==> src/rtl/efr_pkg.sv <==
package efr_pkg;

   localparam int BYTE_W = 8;
   localparam int IDX_W  = 4;

   typedef logic [BYTE_W-1:0] byte_type;
   typedef logic [IDX_W-1:0]  idx_type;

   // framing codes on the serial line
   localparam byte_type BYTE_START = 8'hFD;
   localparam byte_type BYTE_END   = 8'hF8;
   localparam byte_type BYTE_ESC   = 8'hFE;

   // escaped byte decode: low nibble kept, high nibble forced on
   localparam byte_type LOW_NIBBLE = 8'h0F;
   localparam byte_type HIGH_SET   = 8'hF0;

endpackage

==> src/rtl/efr_cell.sv <==
module efr_cell
   import efr_pkg::*;
(
   input  logic     clock,
   input  logic     shift_en,
   input  byte_type data_in,
   output byte_type data_out
);

   byte_type data_ff;

   // one stored byte, moves one place towards the head on every shift
   always_ff @(posedge clock) begin
      if (shift_en) begin
         data_ff <= data_in;
      end
   end

   assign data_out = data_ff;

endmodule

==> src/rtl/escaped_byte_frame_receiver.sv <==
// Byte-stuffed frame receiver. Serial bytes arrive on the req_ channel, one per
// transaction. 0xFD opens a frame and is kept as its first byte, 0xFE escapes
// the following byte (stored as its low nibble with the high nibble set, even
// when that gives 0xFE again), and 0xF8 closes the frame. A pending escape is
// kept across the end of a frame and into the next one. When a frame closes
// with exactly FRAME_LEN-1 bytes stored, those bytes stream out on the rsp_
// channel in arrival order, one per transaction, with their position (low four
// bits) and a last mark on the final byte; any other closing discards the
// frame, and a frame that reaches FRAME_LEN bytes is dropped on the spot.
// A byte is taken whenever req_valid is high and req_stall is low. An end byte
// that completes a good frame starts a burst of FRAME_LEN-1 result
// transactions, one per cycle when the receiver does not stall, and req_stall
// is held high for that burst. The figure is set by the chain of byte cells,
// which collect the frame and shift it out, a place per stored or sent byte.
module escaped_byte_frame_receiver
   import efr_pkg::*;
#(
   parameter int FRAME_LEN = 14
)
(
   input  logic     clock,
   input  logic     reset,

   input  logic     req_valid,
   output logic     req_stall,
   input  byte_type req_rx_byte,

   output logic     rsp_valid,
   input  logic     rsp_stall,
   output byte_type rsp_frame_byte,
   output idx_type  rsp_byte_index,
   output logic     rsp_last
);

   // a delivered frame holds one byte fewer than the overflow limit
   localparam int CHAIN_LEN = FRAME_LEN - 1;
   localparam int FILL_W    = $clog2(FRAME_LEN + 1);
   localparam int EMIT_W    = $clog2(CHAIN_LEN);

   typedef logic [FILL_W-1:0] fill_type;
   typedef logic [EMIT_W-1:0] emit_type;

   // framing state
   logic     in_frame_ff, in_frame_in;
   logic     esc_ff, esc_in;
   fill_type fill_ff, fill_in;

   // burst sequencing
   logic     burst_ff, burst_in;
   emit_type emit_idx_ff, emit_idx_in;

   // output register
   logic     rsp_valid_ff, rsp_valid_in;
   byte_type rsp_frame_byte_ff;
   idx_type  rsp_byte_index_ff;
   logic     rsp_last_ff;

   logic     req_take;
   logic     is_start, is_end, is_esc;
   logic     store;
   logic     start_burst;
   logic     emit_step;
   logic     emit_last;
   logic     chain_shift;
   byte_type tail_byte;
   byte_type chain_q [CHAIN_LEN];

   // no new bytes while a frame is streaming out
   assign req_stall = burst_ff;
   assign req_take  = req_valid && !burst_ff;

   assign is_start = (req_rx_byte == BYTE_START);
   assign is_end   = (req_rx_byte == BYTE_END);
   assign is_esc   = (req_rx_byte == BYTE_ESC);

   // byte entering the tail of the chain, decoded when an escape is pending
   assign tail_byte = esc_ff ? ((req_rx_byte & LOW_NIBBLE) | HIGH_SET) : req_rx_byte;

   // framing decisions for one accepted byte
   always_comb begin
      logic     frame_open;
      fill_type fill_base;
      fill_type fill_next;

      frame_open  = is_start || in_frame_ff;
      fill_base   = is_start ? '0 : fill_ff;
      fill_next   = fill_base + 1'b1;

      in_frame_in = in_frame_ff;
      fill_in     = fill_ff;
      esc_in      = esc_ff;
      store       = 1'b0;
      start_burst = 1'b0;

      if (req_take) begin
         if (is_end) begin
            // close the frame, deliver only at exactly the expected length
            start_burst = (fill_ff == FILL_W'(CHAIN_LEN));
            in_frame_in = 1'b0;
            fill_in     = '0;
         end else if (frame_open) begin
            in_frame_in = 1'b1;
            fill_in     = fill_base;
            if (esc_ff) begin
               esc_in = 1'b0;
               store  = 1'b1;
            end else if (is_esc) begin
               esc_in = 1'b1;
            end else begin
               store  = 1'b1;
            end
            if (store) begin
               if (fill_next == FILL_W'(FRAME_LEN)) begin
                  // overflow: drop the frame
                  in_frame_in = 1'b0;
                  fill_in     = '0;
               end else begin
                  fill_in     = fill_next;
               end
            end
         end
      end
   end

   // burst: move the head of the chain into the output register when free
   assign emit_step   = burst_ff && (!rsp_valid_ff || !rsp_stall);
   assign emit_last   = (emit_idx_ff == EMIT_W'(CHAIN_LEN - 1));
   assign chain_shift = store || emit_step;

   always_comb begin
      burst_in    = burst_ff;
      emit_idx_in = emit_idx_ff;
      if (start_burst) begin
         burst_in    = 1'b1;
         emit_idx_in = '0;
      end else if (emit_step) begin
         emit_idx_in = emit_idx_ff + 1'b1;
         if (emit_last) begin
            burst_in = 1'b0;
         end
      end
   end

   always_comb begin
      rsp_valid_in = rsp_valid_ff;
      if (emit_step) begin
         rsp_valid_in = 1'b1;
      end else if (!rsp_stall) begin
         rsp_valid_in = 1'b0;
      end
   end

   // chain of byte cells: new bytes enter at the tail, the head feeds the output
   for (genvar k = 0; k < CHAIN_LEN; k++) begin : g_chain
      if (k == CHAIN_LEN - 1) begin : g_tail
         efr_cell u_cell (
            .clock    (clock),
            .shift_en (chain_shift),
            .data_in  (tail_byte),
            .data_out (chain_q[k])
         );
      end else begin : g_body
         efr_cell u_cell (
            .clock    (clock),
            .shift_en (chain_shift),
            .data_in  (chain_q[k+1]),
            .data_out (chain_q[k])
         );
      end
   end

   always_ff @(posedge clock) begin
      if (reset) begin
         in_frame_ff  <= 1'b0;
         esc_ff       <= 1'b0;
         fill_ff      <= '0;
         burst_ff     <= 1'b0;
         emit_idx_ff  <= '0;
         rsp_valid_ff <= 1'b0;
      end else begin
         in_frame_ff  <= in_frame_in;
         esc_ff       <= esc_in;
         fill_ff      <= fill_in;
         burst_ff     <= burst_in;
         emit_idx_ff  <= emit_idx_in;
         rsp_valid_ff <= rsp_valid_in;
      end
   end

   // output payload, only loaded with a fresh byte
   always_ff @(posedge clock) begin
      if (emit_step) begin
         rsp_frame_byte_ff <= chain_q[0];
         rsp_byte_index_ff <= IDX_W'(emit_idx_ff);
         rsp_last_ff       <= emit_last;
      end
   end

   assign rsp_valid      = rsp_valid_ff;
   assign rsp_frame_byte = rsp_frame_byte_ff;
   assign rsp_byte_index = rsp_byte_index_ff;
   assign rsp_last       = rsp_last_ff;

endmodule

==> config.mk <==
export PLATFORM = sky130hd
export DESIGN_NAME = escaped_byte_frame_receiver
export DESIGN_NICKNAME = d
export VERILOG_FILES = /design/src/rtl/efr_pkg.sv /design/src/rtl/efr_cell.sv /design/src/rtl/escaped_byte_frame_receiver.sv
export SDC_FILE = /design/constraint.sdc
export NUM_CORES = 1
export LEC_CHECK = 0
export BUFFER_PORTS_ARGS = -buffer_cell sky130_fd_sc_hd__buf_4
export CAP_MARGIN = 25
export CORE_ASPECT_RATIO = 0.9
export CORE_UTILIZATION = 50
export DETAILED_ROUTE_END_ITERATION = 8
export MAX_ROUTING_LAYER = met4
export PLACE_DENSITY = 0.68
export RECOVER_POWER = 100
export SETUP_SLACK_MARGIN = 0.4
export SYNTH_ARGS = -nofsm -noshare
export SYNTH_HDL_FRONTEND = slang
export SYNTH_SLANG_ARGS = --single-unit
==> constraint.sdc <==
create_clock -name clock -period 12 [get_ports clock]
set_input_delay 2.4 -clock clock [delete_from_list [all_inputs] [get_ports clock]]
set_output_delay 2.4 -clock clock [all_outputs]
set_load 0.01 [all_outputs]
# Yosys cells after proc, flatten, opt, wreduce, memory -nomap -nowiden

Index checks and enable logic that the tools add are counted.

Register bits after elaboration: 129
Latch bits: 0
Memory bits (writable): 0
Memory bits (read-only): 0
Bits of input ports: 12
Output and inout port bits: 15
Memories kept: 0

$add $sub $neg: 2
Multipliers: 0
Div/mod/pow operators: 0
Magnitude comparators: 0
Eq/ne operators: 7
Shifts and indexed selects: 0
Mux-type cells: 26
Bitwise gates (word level): 1
Reductions and logical operators: 15

Operator list:

| cell                  | count |
|---|---|
| $eq A8 B8 Y1 const B  | 3 |
| $mux W1               | 21 |
| $mux W4               | 5 |
| $eq A4 B4 Y1 const B  | 3 |
| $add A4 B1 Y4 const B | 2 |
| $reduce_bool A2 Y1    | 3 |
| $reduce_and A2 Y1     | 2 |
| $logic_not A1 Y1      | 3 |
| $logic_or A1 B1 Y1    | 3 |
| $reduce_and A3 Y1     | 1 |
| $logic_and A1 B1 Y1   | 2 |
| $ne A2 B1 Y1 const B  | 1 |
| $reduce_or A2 Y1      | 1 |
| $not A1 Y1            | 1 |

# Longest topological paths before layout

Word-level depth: 10
Depth in mapped cells: 10
Depth with buffers taken out: 10

# Modules after synthesis

Synthesis repeated with hierarchy kept, for this count alone.

Cells, all modules: 227
Area, all modules: 4391.7 um^2

Modules (own cells, without submodules):

| module                      | instances | cells each | area an instance (um^2) | seq. area each (um^2) |
|---|---|---|---|---|
| efr_cell                    | 13        | 8          | 240.2                   | 240.2 |
| escaped_byte_frame_receiver | 1         | 123        | 1268.7                  | 630.6 |

# Least setup slack after synthesis

Ideal clock, no wire load.

Kind: input -> register
Start: in req_rx_byte[1]
End: reg g_chain[0].g_body.u_cell.data_ff[0] (enable)
Setup time: 0.467 ns
Arrival: 5.496 ns
Path slack: 6.037 ns
Stages: 5
Cells stage by stage: nand4b_4 > or3_4 > a31oi_4 > nand2_2 > or2b_1

Word-level cells in the longest chain between the ends: 10
Elaborated cells between the ends (all ways): 13
Those cells by class: eq/ne: 3; mux: 8; reduce/logical: 2

RTL lines:

| what                   | line                               | source |
|---|---|---|
| start: declaration     | escaped_byte_frame_receiver.sv:26  | `input byte_type req_rx_byte,` |
| $eq A8 B8 Y1           | escaped_byte_frame_receiver.sv:74  | `assign is_esc = (req_rx_byte == BYTE_ESC);` |
| $mux W1                | escaped_byte_frame_receiver.sv:107 | `end else if (is_esc) begin` |
| $mux W1                | escaped_byte_frame_receiver.sv:104 | `if (esc_ff) begin` |
| $mux W1                | escaped_byte_frame_receiver.sv:101 | `end else if (frame_open) begin` |
| $mux W1                | escaped_byte_frame_receiver.sv:96  | `if (is_end) begin` |
| $mux W1                | escaped_byte_frame_receiver.sv:95  | `if (req_take) begin` |
| $mux W1                | escaped_byte_frame_receiver.sv:101 |  |
| $mux W1 (*)            | escaped_byte_frame_receiver.sv:96  |  |
| $mux W1 (*)            | escaped_byte_frame_receiver.sv:95  |  |
| $logic_or A1 B1 Y1 (*) | escaped_byte_frame_receiver.sv:128 | `assign chain_shift = store \|\| emit_step;` |
| via chain_shift        | escaped_byte_frame_receiver.sv:64  | `logic chain_shift;` |
| end signal: assignment | efr_cell.sv:15                     | `data_ff <= data_in;` |
| end: declaration       | efr_cell.sv:10                     | `byte_type data_ff;` |

Mark *: on every way through the listed nets, which the timed path passes. The rest lies on a longest branch. The select of a mux whose other input is x is not followed.
A chain may end at the register's enable or synchronous reset.

# Worst setup path in the final report

Start: in req_rx_byte[2]
End: reg g_chain[5].g_body.u_cell.data_ff[5] (enable)

Word-level cells in the longest chain between the ends: 10
Elaborated cells between the ends (all ways): 13
Those cells by class: eq/ne: 3; mux: 8; reduce/logical: 2

RTL lines:

| what                   | line |
|---|---|
| $eq A8 B8 Y1           | escaped_byte_frame_receiver.sv:74 |
| $mux W1                | escaped_byte_frame_receiver.sv:107 |
| $mux W1                | escaped_byte_frame_receiver.sv:104 |
| $mux W1                | escaped_byte_frame_receiver.sv:101 |
| $mux W1                | escaped_byte_frame_receiver.sv:96 |
| $mux W1                | escaped_byte_frame_receiver.sv:95 |
| $mux W1                | escaped_byte_frame_receiver.sv:101 |
| $mux W1 (*)            | escaped_byte_frame_receiver.sv:96 |
| $mux W1 (*)            | escaped_byte_frame_receiver.sv:95 |
| $logic_or A1 B1 Y1 (*) | escaped_byte_frame_receiver.sv:128 |
| via chain_shift        | escaped_byte_frame_receiver.sv:64 |
| end signal: assignment | efr_cell.sv:15 |
| end: declaration       | efr_cell.sv:10 |

Marked as above.

==> results by group <==
Placement
  – Cells after DPL: 369
  – Buffers on Ports: 26
  – Post-DP HPWL: 3.272 mm
  – Place WS: 6920 ps
  – Routability cong.: 0.8248

Routing
  – Final ANT Viol Nets: 0
  – DRT Pass-1 Iters: 4
  – Avg WL per Cell: 14.36 um
  – Via density: 5.035
  – M1 WL: 2.668 mm
  – Met3 WL post-DR: 272 um
  – WL met2: 2.722 mm
  – Via count: 2019
  – DR iter-0 viols: 115
  – Top sig layer: met4
  – Total wire length: 5.759 mm
  – DR DRC count: 0

Clock network
  – Clk Latency, worst-skew pair: 530 ps
  – Clk buf depth: 2
  – H-tree level count: 4
  – Clock Pin Slew Worst Setup and Hold Paths: 60 ps
  – TritonCTS buffer count: 17
  – # resized after CTS: 0
  – Count of hold-fix buffers inserted at cts: 0
  – Post-CTS Setup Bufs: 0
  – Clock root cell: clkbuf_8
  – CTS tree: done
  – CTS Sinks: 129

Yosys
  – Flops & latches, synth: 129
  – Main flop type after synthesis: edfxtp_1
  – Post-synthesis cell count: 226
  – Syn. warnings: 0
  – Yosys cell types: 41
  – Post-synth EDFFs: 117
  – Synth Area per Inst: 19.49 sq um
  – Asr flop ratio synth: 0
  – Seq/Total Area, Yosys: 0.8523
  – Mapped Nets: 242
  – Post-Syn Area: 4404 sq um

Die
  – DIE AREA: 9188 sq um
  – Rows: 32
  – # IOs: 27
  – Total core area: 8568 sq um
  – Die height: 91.04 um
  – Initial Util: 0.5140
  – DIE WIDTH: 100.9 um

Finish
  – Final non-filler cell total: 401
  – Commonest non-fill, non-tap cell in the layout: edfxtp_1
  – Most frequent cells in the layout: 117 x edfxtp_1, 24 x clkbuf_1, 16 x clkbuf_16
  – Ant. Diodes: 0
  – Synth-to-Final Area Change: 18.27%
  – Nets: 285
  – Fin util: 0.6079
  – Layout cells sized above 1: 0.1667

Power and ir drop
  – Final Total Pwr: 0.9963 mW
  – P per Cell Area: 191.3 nW/um^2
  – P_leak: 1.704 nW
  – Maximum vdd drop: 0.1029 mV

Timing
  – F_max: 0.1347 GHz
  – RSZ-0062 raised after global routing: false
  – Final worst slack: 4574 ps
  – Final setup viols: 0
  – Final slew viol count: 75
  – Setup TNS: 0 ps
  – Tcrit/Tclk final: 0.6188
  – Worst slew margin: -1.457
  – Setup Skew: 12.67 ps
  – Hold Vio Cnt, Final: 0
  – Fin crit period: 7426 ps
  – Worst-margin pin slew: 3686 ps

Global route
  – First-pass GRT wire length: 9.301 mm
  – Vias in the first global route: 1950
  – Initial antenna violation count: 0
  – Largest net degree at the start of global routing: 75
  – Total Routing Usage GR: 0.1488
  – Grt ovf: 0

Outcome
  – Status: finished, violations left
  – Failing checks: max-capacitance violations, max-slew violations

Worst hold path
  – Hold WC Path Type: reg2reg

Critical path
  – CP max FO: 74
  – Req. time, crit path: 12050 ps
  – Critical path's most frequent cell: clkbuf_1
  – CP top delay family: buffers and inverters
  – Critical Path Start Type: input pin
  – Worst Path Class, Setup: in2reg
  – Crit end category: flop
  – Crit path largest cell delay: 2670 ps
  – CP Cell Sequence: clkbuf_1, nand2_1, or3_1, a31oi_1, nand2_2, or2b_1, clkbuf_1
  – Crit path max-delay cell type: clkbuf_1
  – CP Buf/Inv Count: 2
  – Arrival time worst endpoint: 7480 ps

Run
  – Max-Cap Viols: 1
## cell usage after synthesis, types with 2 or more instances
master	instances	area, sq um
o32ai_1	2	17.52
nand2_2	2	12.51
a21oi_1	6	30.03
or2_2	6	37.54
nand3_1	3	15.01
edfxtp_1	117	3513
xor2_1	3	26.28
nand4_1	2	12.51
nand2_1	10	37.54
inv_1	4	15.01
clkbuf_1	3	11.26
nor2b_1	3	18.77
xnor2_1	3	26.28
o21ai_0	4	20.02
nor2_1	12	45.04
dfxtp_1	12	240.2
nor3b_1	2	15.01
nand2b_1	3	18.77
a22o_1	2	17.52
ha_1	4	50.05
nor3_1	3	15.01
## final timing paths
| kind | startpoint | end | slack (ps) | depth (start not counted) |
|---|---|---|---|---|
| min reg2reg | g_chain[2].g_body.u_cell.data_out[3] | g_chain[1].g_body.u_cell.data_out[3] | 410 | 0 |
| max reg2reg | req_stall | g_chain[5].g_body.u_cell.data_out[5] | 6430 | 3 |
| max | req_rx_byte[2] | g_chain[5].g_body.u_cell.data_out[5] | 4570 | 7 |
| min | g_chain[2].g_body.u_cell.data_out[3] | g_chain[1].g_body.u_cell.data_out[3] | 410 | 0 |
## registers in the layout, indices dropped and copies added (netlist names)
signal,cells
emit_idx_ff,4
in_frame_ff,1
rsp_last,1
req_stall,1
rsp_frame_byte,8
g_chain.g_tail.u_cell.data_out,8
g_chain.g_body.u_cell.data_out,96
esc_ff,1
rsp_byte_index,4
fill_ff,4
rsp_valid,1
## layout make-up
cell class	count	area (sq um)
Fill cell	632	3359
Multi-Input combinational cell	90	591.8
Tap cell	119	148.9
Timing Repair Buffer	27	112.6
Sequential cell	129	3754
Clock inverter	15	172.7
Inverter	4	15.01
Clock buffer	17	414.1
## stage by stage
stage / hold WS, ps / instance area, sq um
after floorplan: 400.3 / 4404
after global placement: 400.6 / 4748
after detailed placement: 404.5 / 4748
after CTS: 412.7 / 5335
after global routing: 416.0 / 5209
final: 408.7 / 5209
## metal layers
layer | vias up | GRT usage
li1 | 964 | -
met1 | 995 | 0.1778
met4 | 0 | 0.09420
met3 | 9 | 0.05774
met2 | 51 | 0.2112
met5 | - | -
## where the power goes
part | total, mW | leakage, nW | switching [mW] | internal (mW)
Clock | 0.503 | 0.284 | 0.201 | 0.302
Combinational | 0.00823 | 0.260 | 0.00523 | 0.00299
Sequential | 0.485 | 1.16 | 0.000317 | 0.485
Total | 0.996 | 1.70 | 0.207 | 0.790
## logic make-up (layout without fill, tap and decap cells)
kind of cell,count (synthesis),count (layout),share of synthesized area
AOI/OAI and AO/OA,23,23,0.04092
and+or+nand+nor,56,56,0.07528
DFF,129,129,0.8523
xor gates and xnor gates,6,6,0.01193
adders and majority gates,4,4,0.01136
muxes,1,1,0.002273
buffers and inverters,7,63,0.005965
Note: power is estimated with default switching activity, not from simulation.
